==> config.mk <==
export PLATFORM = sky130hd
export DESIGN_NAME = masked_sprite_blitter_flat
export DESIGN_NICKNAME = d
export VERILOG_FILES = /design/src/msb_pkg.sv /design/src/msb_if.sv /design/src/msb_cfg_regs.sv /design/src/msb_pixel_unit.sv /design/src/masked_sprite_blitter.sv /design/src/flat_wrapper.sv
export SDC_FILE = /design/constraint.sdc
export NUM_CORES = 1
export LEC_CHECK = 0
export BUFFER_PORTS_ARGS = -buffer_cell sky130_fd_sc_hd__buf_4
export CORE_ASPECT_RATIO = 1.4
export CORE_UTILIZATION = 64
export CTS_BUF_LIST = sky130_fd_sc_hd__clkbuf_16
export DETAILED_ROUTE_END_ITERATION = 8
export GPL_ROUTABILITY_DRIVEN = 1
export GPL_TIMING_DRIVEN = 0
export PLACE_DENSITY = 0.85
export SKIP_CTS_REPAIR_TIMING = 1
export SKIP_LAST_GASP = 1
export SYNTH_ARGS = -nofsm -noshare
export SYNTH_HDL_FRONTEND = slang
export SYNTH_SLANG_ARGS = --single-unit
==> constraint.sdc <==
create_clock -name clk -period 7.2 [get_ports clk]
set_input_delay 0.36 -clock clk [delete_from_list [all_inputs] [get_ports clk]]
set_output_delay 0.36 -clock clk [all_outputs]
set_load 0.01 [all_outputs]
==> src/msb_pkg.sv <==
// Package: shared constants, types and register indexes for the masked sprite blitter.
`default_nettype none

package msb_pkg;

  // Screen geometry
  localparam int SCREEN_WIDTH  = 128;
  localparam int SCREEN_HEIGHT = 64;
  localparam int PIX_X_W       = $clog2(SCREEN_WIDTH);
  localparam int PIX_Y_W       = $clog2(SCREEN_HEIGHT);

  // Field widths
  localparam int ORIGIN_W = 16;
  localparam int DIM_W    = 8;
  localparam int BYTE_W   = 8;
  localparam int BIT_IDX_W = $clog2(BYTE_W);
  // Screen coordinate sum: signed origin plus unsigned count, one bit of headroom
  localparam int COORD_W  = ORIGIN_W + 1;

  // Configuration port
  localparam int CFG_IDX_W  = 2;
  localparam int CFG_DATA_W = ORIGIN_W;

  localparam logic [CFG_IDX_W-1:0] REG_ORIGIN_X      = 2'd0;
  localparam logic [CFG_IDX_W-1:0] REG_ORIGIN_Y      = 2'd1;
  localparam logic [CFG_IDX_W-1:0] REG_SPRITE_WIDTH  = 2'd2;
  localparam logic [CFG_IDX_W-1:0] REG_SPRITE_HEIGHT = 2'd3;

  localparam logic [DIM_W-1:0] DIM_RESET = DIM_W'(8);

  typedef struct packed {
    logic signed [ORIGIN_W-1:0] origin_x;
    logic signed [ORIGIN_W-1:0] origin_y;
    logic [DIM_W-1:0]           sprite_width;
    logic [DIM_W-1:0]           sprite_height;
  } cfg_t;

  typedef struct packed {
    logic [DIM_W-1:0] column_count;
    logic [DIM_W-1:0] row_count;
  } cnt_t;

  typedef struct packed {
    logic               draw;
    logic [PIX_X_W-1:0] pixel_x;
    logic [PIX_Y_W-1:0] pixel_y;
    logic               colour;
    logic               last;
    logic               blit_done;
  } res_t;

endpackage

`default_nettype wire

==> src/msb_if.sv <==
// Interfaces: byte-pair input channel and pixel result channel.
`default_nettype none

interface msb_in_if;
  logic                         valid;
  logic                         ready;
  logic [msb_pkg::BYTE_W-1:0]   sprite_byte;
  logic [msb_pkg::BYTE_W-1:0]   mask_byte;
  logic                         first_byte;

  modport source (output valid, sprite_byte, mask_byte, first_byte, input ready);
  modport sink   (input valid, sprite_byte, mask_byte, first_byte, output ready);
endinterface

interface msb_out_if;
  logic                          valid;
  logic                          ready;
  logic                          draw;
  logic [msb_pkg::PIX_X_W-1:0]   pixel_x;
  logic [msb_pkg::PIX_Y_W-1:0]   pixel_y;
  logic                          colour;
  logic                          last;
  logic                          blit_done;

  modport source (output valid, draw, pixel_x, pixel_y, colour, last, blit_done,
                  input ready);
  modport sink   (input valid, draw, pixel_x, pixel_y, colour, last, blit_done,
                  output ready);
endinterface

`default_nettype wire

==> src/msb_cfg_regs.sv <==
// Configuration register bank: origin and sprite geometry.
`default_nettype none

module msb_cfg_regs (
  input  wire logic                             clk,
  input  wire logic                             rst_n,
  input  wire logic                             cfg_we,
  input  wire logic [msb_pkg::CFG_IDX_W-1:0]    cfg_index,
  input  wire logic [msb_pkg::CFG_DATA_W-1:0]   cfg_wdata,
  output msb_pkg::cfg_t                         cfg
);

  msb_pkg::cfg_t cfg_r;

  // Register writes by index
  always_ff @(posedge clk) begin
    if (!rst_n) begin
      cfg_r.origin_x      <= '0;
      cfg_r.origin_y      <= '0;
      cfg_r.sprite_width  <= msb_pkg::DIM_RESET;
      cfg_r.sprite_height <= msb_pkg::DIM_RESET;
    end else if (cfg_we) begin
      unique case (cfg_index)
        msb_pkg::REG_ORIGIN_X:      cfg_r.origin_x      <= cfg_wdata[msb_pkg::ORIGIN_W-1:0];
        msb_pkg::REG_ORIGIN_Y:      cfg_r.origin_y      <= cfg_wdata[msb_pkg::ORIGIN_W-1:0];
        msb_pkg::REG_SPRITE_WIDTH:  cfg_r.sprite_width  <= cfg_wdata[msb_pkg::DIM_W-1:0];
        msb_pkg::REG_SPRITE_HEIGHT: cfg_r.sprite_height <= cfg_wdata[msb_pkg::DIM_W-1:0];
        default: ;
      endcase
    end
  end

  assign cfg = cfg_r;

endmodule

`default_nettype wire

==> src/msb_pixel_unit.sv <==
// Pixel unit: one bit of the stream to one result, plus the advanced counters.
`default_nettype none

module msb_pixel_unit (
  input  wire msb_pkg::cfg_t cfg,
  input  wire msb_pkg::cnt_t cnt,
  input  wire logic       sprite_bit,
  input  wire logic       mask_bit,
  input  wire logic       last_bit,
  output msb_pkg::cnt_t   cnt_nxt,
  output msb_pkg::res_t   res
);

  logic                                 covered;
  logic                                 covered_nxt;
  logic [msb_pkg::DIM_W:0]              col_inc;
  logic signed [msb_pkg::COORD_W-1:0]   px;
  logic signed [msb_pkg::COORD_W-1:0]   py;
  logic                                 on_screen;

  // Sprite coverage and screen coordinate
  always_comb begin
    covered = (cfg.sprite_width == '0) || (cnt.row_count >= cfg.sprite_height);
    px = msb_pkg::COORD_W'(cfg.origin_x)
       + $signed({1'b0, (msb_pkg::COORD_W-1)'(cnt.column_count)});
    py = msb_pkg::COORD_W'(cfg.origin_y)
       + $signed({1'b0, (msb_pkg::COORD_W-1)'(cnt.row_count)});
    on_screen = !px[msb_pkg::COORD_W-1] && !py[msb_pkg::COORD_W-1]
             && (px < msb_pkg::COORD_W'(msb_pkg::SCREEN_WIDTH))
             && (py < msb_pkg::COORD_W'(msb_pkg::SCREEN_HEIGHT));
  end

  // Counter advance, wrapping the column on the sprite width
  always_comb begin
    col_inc = {1'b0, cnt.column_count} + (msb_pkg::DIM_W+1)'(1);
    cnt_nxt = cnt;
    if (!covered) begin
      if (col_inc >= {1'b0, cfg.sprite_width}) begin
        cnt_nxt.column_count = '0;
        cnt_nxt.row_count    = cnt.row_count + msb_pkg::DIM_W'(1);
      end else begin
        cnt_nxt.column_count = col_inc[msb_pkg::DIM_W-1:0];
      end
    end
    covered_nxt = (cfg.sprite_width == '0) || (cnt_nxt.row_count >= cfg.sprite_height);
  end

  // Result fields; no-draw results carry zero coordinates and colour
  always_comb begin
    res.draw      = !covered && mask_bit && on_screen;
    res.pixel_x   = res.draw ? px[msb_pkg::PIX_X_W-1:0] : '0;
    res.pixel_y   = res.draw ? py[msb_pkg::PIX_Y_W-1:0] : '0;
    res.colour    = res.draw && sprite_bit;
    res.last      = last_bit;
    res.blit_done = covered_nxt;
  end

endmodule

`default_nettype wire

==> src/masked_sprite_blitter.sv <==
// Top level: byte holding register, bit serializer, pixel unit and result register.
// Path: a byte accepted into the holding register is serialized MSB first, and each
// bit's result is registered in the result register. Throughput: one result per
// cycle while the result channel does not stall; the next byte is taken on the cycle
// its predecessor's last bit moves into the result register.
// Reset (rst_n low, synchronous): both channels empty, counters zero, origins zero,
// width and height eight.
`default_nettype none

module masked_sprite_blitter (
  input  wire logic                             clk,
  input  wire logic                             rst_n,
  msb_in_if.sink                                in_ch,
  msb_out_if.source                             out_ch,
  input  wire logic                             cfg_we,
  input  wire logic [msb_pkg::CFG_IDX_W-1:0]    cfg_index,
  input  wire logic [msb_pkg::CFG_DATA_W-1:0]   cfg_wdata
);

  msb_pkg::cfg_t cfg;

  logic                              hold_v_r;
  logic [msb_pkg::BYTE_W-1:0]        sprite_r;
  logic [msb_pkg::BYTE_W-1:0]        mask_r;
  logic                              first_r;
  logic [msb_pkg::BIT_IDX_W-1:0]     bit_idx_r;
  msb_pkg::cnt_t                     cnt_r;
  msb_pkg::cnt_t                     cnt_cur;
  msb_pkg::cnt_t                     cnt_nxt;
  logic                              out_v_r;
  msb_pkg::res_t                     res_r;
  msb_pkg::res_t                     res_nxt;
  logic                              last_bit;
  logic                              advance;
  logic                              in_xfer;
  logic [msb_pkg::BIT_IDX_W-1:0]     bit_sel;

  msb_cfg_regs u_cfg (
    .clk       (clk),
    .rst_n     (rst_n),
    .cfg_we    (cfg_we),
    .cfg_index (cfg_index),
    .cfg_wdata (cfg_wdata),
    .cfg       (cfg)
  );

  // Bit selection, MSB first; first byte clears counters before its first bit
  assign last_bit = (bit_idx_r == msb_pkg::BIT_IDX_W'(msb_pkg::BYTE_W - 1));
  assign bit_sel  = msb_pkg::BIT_IDX_W'(msb_pkg::BYTE_W - 1) - bit_idx_r;
  assign cnt_cur  = (first_r && (bit_idx_r == '0)) ? '0 : cnt_r;

  msb_pixel_unit u_pix (
    .cfg        (cfg),
    .cnt        (cnt_cur),
    .sprite_bit (sprite_r[bit_sel]),
    .mask_bit   (mask_r[bit_sel]),
    .last_bit   (last_bit),
    .cnt_nxt    (cnt_nxt),
    .res        (res_nxt)
  );

  // Handshake control
  assign advance      = hold_v_r && (!out_v_r || out_ch.ready);
  assign in_ch.ready  = !hold_v_r || (advance && last_bit);
  assign in_xfer      = in_ch.valid && in_ch.ready;

  // Holding register and bit counter
  always_ff @(posedge clk) begin
    if (!rst_n) begin
      hold_v_r  <= 1'b0;
      bit_idx_r <= '0;
      cnt_r     <= '0;
    end else begin
      if (advance) begin
        cnt_r <= cnt_nxt;
      end
      if (in_xfer) begin
        hold_v_r  <= 1'b1;
        bit_idx_r <= '0;
      end else if (advance) begin
        bit_idx_r <= bit_idx_r + msb_pkg::BIT_IDX_W'(1);
        if (last_bit) begin
          hold_v_r <= 1'b0;
        end
      end
    end
  end

  // Payload of the holding register
  always_ff @(posedge clk) begin
    if (in_xfer) begin
      sprite_r <= in_ch.sprite_byte;
      mask_r   <= in_ch.mask_byte;
      first_r  <= in_ch.first_byte;
    end
  end

  // Result register
  always_ff @(posedge clk) begin
    if (!rst_n) begin
      out_v_r <= 1'b0;
    end else if (advance) begin
      out_v_r <= 1'b1;
    end else if (out_ch.ready) begin
      out_v_r <= 1'b0;
    end
  end

  always_ff @(posedge clk) begin
    if (advance) begin
      res_r <= res_nxt;
    end
  end

  assign out_ch.valid     = out_v_r;
  assign out_ch.draw      = res_r.draw;
  assign out_ch.pixel_x   = res_r.pixel_x;
  assign out_ch.pixel_y   = res_r.pixel_y;
  assign out_ch.colour    = res_r.colour;
  assign out_ch.last      = res_r.last;
  assign out_ch.blit_done = res_r.blit_done;

endmodule

`default_nettype wire
==> src/flat_wrapper.sv <==
// flat-port wrapper written by rule: the top's interface ports become plain ports
module masked_sprite_blitter_flat 
  (clk, rst_n, cfg_we, cfg_index, cfg_wdata, in_ch_valid, in_ch_sprite_byte, in_ch_mask_byte, in_ch_first_byte, in_ch_ready, out_ch_valid, out_ch_draw, out_ch_pixel_x, out_ch_pixel_y, out_ch_colour, out_ch_last, out_ch_blit_done, out_ch_ready);
  msb_in_if in_ch_i ();
  msb_out_if out_ch_i ();
  input  wire logic clk;
  input  wire logic rst_n;
  input  wire logic cfg_we;
  input  wire logic [msb_pkg::CFG_IDX_W-1:0] cfg_index;
  input  wire logic [msb_pkg::CFG_DATA_W-1:0] cfg_wdata;
  input wire logic [$bits(in_ch_i.valid)-1:0] in_ch_valid;
  input wire logic [$bits(in_ch_i.sprite_byte)-1:0] in_ch_sprite_byte;
  input wire logic [$bits(in_ch_i.mask_byte)-1:0] in_ch_mask_byte;
  input wire logic [$bits(in_ch_i.first_byte)-1:0] in_ch_first_byte;
  output wire logic [$bits(in_ch_i.ready)-1:0] in_ch_ready;
  output wire logic [$bits(out_ch_i.valid)-1:0] out_ch_valid;
  output wire logic [$bits(out_ch_i.draw)-1:0] out_ch_draw;
  output wire logic [$bits(out_ch_i.pixel_x)-1:0] out_ch_pixel_x;
  output wire logic [$bits(out_ch_i.pixel_y)-1:0] out_ch_pixel_y;
  output wire logic [$bits(out_ch_i.colour)-1:0] out_ch_colour;
  output wire logic [$bits(out_ch_i.last)-1:0] out_ch_last;
  output wire logic [$bits(out_ch_i.blit_done)-1:0] out_ch_blit_done;
  input wire logic [$bits(out_ch_i.ready)-1:0] out_ch_ready;
  assign in_ch_i.valid = in_ch_valid;
  assign in_ch_i.sprite_byte = in_ch_sprite_byte;
  assign in_ch_i.mask_byte = in_ch_mask_byte;
  assign in_ch_i.first_byte = in_ch_first_byte;
  assign in_ch_ready = in_ch_i.ready;
  assign out_ch_valid = out_ch_i.valid;
  assign out_ch_draw = out_ch_i.draw;
  assign out_ch_pixel_x = out_ch_i.pixel_x;
  assign out_ch_pixel_y = out_ch_i.pixel_y;
  assign out_ch_colour = out_ch_i.colour;
  assign out_ch_last = out_ch_i.last;
  assign out_ch_blit_done = out_ch_i.blit_done;
  assign out_ch_i.ready = out_ch_ready;
  masked_sprite_blitter u_core (.clk(clk), .rst_n(rst_n), .in_ch(in_ch_i), .out_ch(out_ch_i), .cfg_we(cfg_we), .cfg_index(cfg_index), .cfg_wdata(cfg_wdata));
endmodule
==> metrics.yaml <==
floorplanning:
  die-area_um2: 9880
  rows: 41
  die_y_um: 117
  io_pins: 59
  die_w_um: 84.3
  start_util_pct: 66.4
  core-area_um2: 9130
grt:
  grt_pass1_vias: 5194
  antenna_found_initial: 0
  grt_max_degree: 27
  grt_pass1_wl_um: 24100
  grt.overflow.total: 0
  gr-usage-all-layers_pct: 31.8
route:
  drt_iter0_drc: 364
  antenna_left: 0
  dr.pass1.iters: 7
  vias: 5264
  vias_per_cell: 6.22
  wire_per_inst_um: 17.8
  drc_errors: 4
  wl_um: 15000
yosys:
  yosys_warnings: 0
  synthArstFlopShare_pct: 0
  synth_seq_cells: 103
  avgSynthCellArea_um2: 9.10
  netlist_area_um2: 6070
  syn_inst: 667
  synth_edf_count: 34
  seq_area_frac_synth_pct: 39.6
  synth_cell_types: 75
  syn_nets: 753
  synth_ff_type: "dfxtp_1"
cts:
  clkLatencyLatePin_ns: 0.35
  cts_num_sinks: 103
  cts_root_buffer: "clkbuf_16"
  clk_pin_slew_ns: 0.07
  cts.htree.levels: 3
  cts_buffers: 9
  clockBufferDepth: 2
  cts_tree: "yes"
outcome:
  violations: "DRC"
  status: "finished, violations left"
timing:
  fin_crit_sh_pct: 83.1
  fmax_mhz: 167
  hold_violations: 0
  setup_viol: 0
  relSlewSlack_pct: 48.4
  min_period_ns: 5.98
  tns_ns: 0
  maxSlewViolCount: 0
  tightest_slew_ns: 0.772
  layout_setup_ws_ns: 1.22
  finClkSkew_ns: 0.00656
  grt_setup_unrepaired: "no"
worst_setup_path:
  arrival_ns: 6.08
  worst-r2r-setup-slack_ns: 1.22
  worstSetupEndpointType: "flop"
  critPathLaunchType: "flop"
  cp_data_required_time_ns: 7.30
  path_class: "reg -> reg"
  path_max_fanout: 10
  r2r_cells: 26
cells_and_area:
  layout_commonest_cell: "nand2_1"
  final_cells: 846
  final_nets: 820
  final_cell_mix: "129 x nand2_1, 69 x dfxtp_1, 57 x buf_4, 48 x a21boi_0, 45 x ha_1"
  antenna_cells: 0
  areaGrowthSynthToFinish_pct: 14.6
  drive_above_1_share_pct: 13.5
placement:
  dpl.cell_count: 830
  post-dp-hpwl_um: 11400
  portBuffers: 56
  routabilityCongestion: 0.932
  dp_worst_setup_slack_ns: 1.36
pwr:
  vdd_drop_max_mv: 0.209
  power_density_nw_per_um2: 191
  p_leak_nw: 2.83
  p_total_mw: 1.33
worst_hold_path:
  hold_path_depth: 1
  hp-class: "in -> reg"
job:
  drv_cap: 0
## final cells by class
cell class,instances,area (µm²)
Tap cell,107,134
Multi-Input combinational cell,509,3420
Timing Repair Buffer,56,420
Sequential cell,103,2400
Fill cell,670,2180
Inverter,23,91.3
Buffer,32,158
Clock buffer,9,225
Clock inverter,7,103
## through the flow
stage               cell area, µm²  utilization, %  hold WS [ns]
floorplan                     6070               -         0.440
global placement              6620            72.5         0.447
detailed placement            6620            72.5         0.463
CTS                           6950            76.1         0.179
global route                  6950            76.1         0.175
finish                        6950            76.1         0.182
## layer usage
metal / up-vias / global-route usage (%) / routed length [µm]
met1: 2507 / 33.8 / 5680
met2: 184 / 59.2 / 7850
met4: 0 / 20.7 / 766
met5: - / 0 / 0
met3: 58 / 4.84 / 728
li1: 2515 / - / -
## worst paths after layout
check | end | startpoint
min reg2reg | u_core.u_cfg.cfg[16]$_SDFFE_PN0P_ | u_core.u_cfg.cfg[16]$_SDFFE_PN0P_
max reg2reg | u_core.out_ch.blit_done$_DFFE_PP_ | u_core.bit_idx_r[0]$_SDFFE_PP0P_
max | u_core.out_ch.blit_done$_DFFE_PP_ | u_core.bit_idx_r[0]$_SDFFE_PP0P_
min | u_core.sprite_r[1]$_DFFE_PP_ | in_ch_sprite_byte[1]
## power breakdown
group	leakage [nW]	total [mW]	switching [mW]	internal, mW
logic	1.78	0.160	0.0901	0.0696
registers	0.892	0.639	0.0152	0.624
clock network	0.157	0.531	0.223	0.308
## registers in the layout (all words and copies together) (netlist names), 3 cells and up
signal,count
u_core.u_cfg.cfg,48
u_core.sprite_r,8
u_core.bit_idx_r,3
u_core.out_ch.pixel_y,6
u_core.mask_r,8
u_core.out_ch.pixel_x,7
u_core.cnt_r,16
## critical path, cell delays in order, from the launching register on
cell and delay [ns]:
dfxtp_1 0.53, clkinv_4 0.10, ha_1 0.22, nand3b_1 0.17, clkbuf_1 0.38, clkbuf_1 0.39
and2_1 0.26, ha_1 0.16, buf_2 0.18, nand3_1 0.16, xnor2_1 0.21, ha_1 0.26
a21o_1 0.18, a21oi_1 0.18, o21ai_1 0.09, a21oi_1 0.44, nor2b_1 0.09, clkbuf_1 0.23
xnor2_1 0.29, ha_1 0.27, nand2b_1 0.14, a21o_1 0.17, a21o_1 0.17, a21oi_1 0.17
nor2b_1 0.07, o21ai_0 0.15, a21oi_1 0.09
## cell usage after synthesis, types with 4 or more instances
| master | number | area (µm²) |
|---|---|---|
| and3_1 | 18 | 113 |
| dfxtp_1 | 69 | 1380 |
| nand4_1 | 10 | 62.6 |
| nor2b_1 | 11 | 68.8 |
| and2_1 | 19 | 119 |
| nand2_1 | 129 | 484 |
| a21o_1 | 11 | 82.6 |
| o21ai_1 | 6 | 30.0 |
| mux2i_1 | 6 | 60.1 |
| clkbuf_1 | 26 | 97.6 |
| xor2_1 | 9 | 78.8 |
| nor3_1 | 4 | 20.0 |
| a21boi_1 | 5 | 37.5 |
| a22oi_1 | 5 | 37.5 |
| nor2_1 | 20 | 75.1 |
| edfxtp_1 | 34 | 1020 |
| a21oi_1 | 34 | 170 |
| ha_1 | 45 | 563 |
| o21ai_0 | 19 | 95.1 |
| o211ai_1 | 7 | 52.6 |
| a21boi_0 | 48 | 360 |
| a211oi_1 | 4 | 30.0 |
| nand3_1 | 12 | 60.1 |
| inv_1 | 22 | 82.6 |
| xnor2_1 | 16 | 140 |
| nand2b_1 | 6 | 37.5 |
## cell families (layout without fill, tap and decap cells)
logic type	Yosys count	count (layout)	share of synthesized area, %
fa+ha+maj	46	46	9.61
mux	11	11	2.60
simple gates	260	260	21.5
buf+inv	55	127	4.08
xor+xnor	25	25	3.61
compound gates	167	167	19.0
flops	103	103	39.6
No activity file was read; power rests on OpenSTA's default activity.
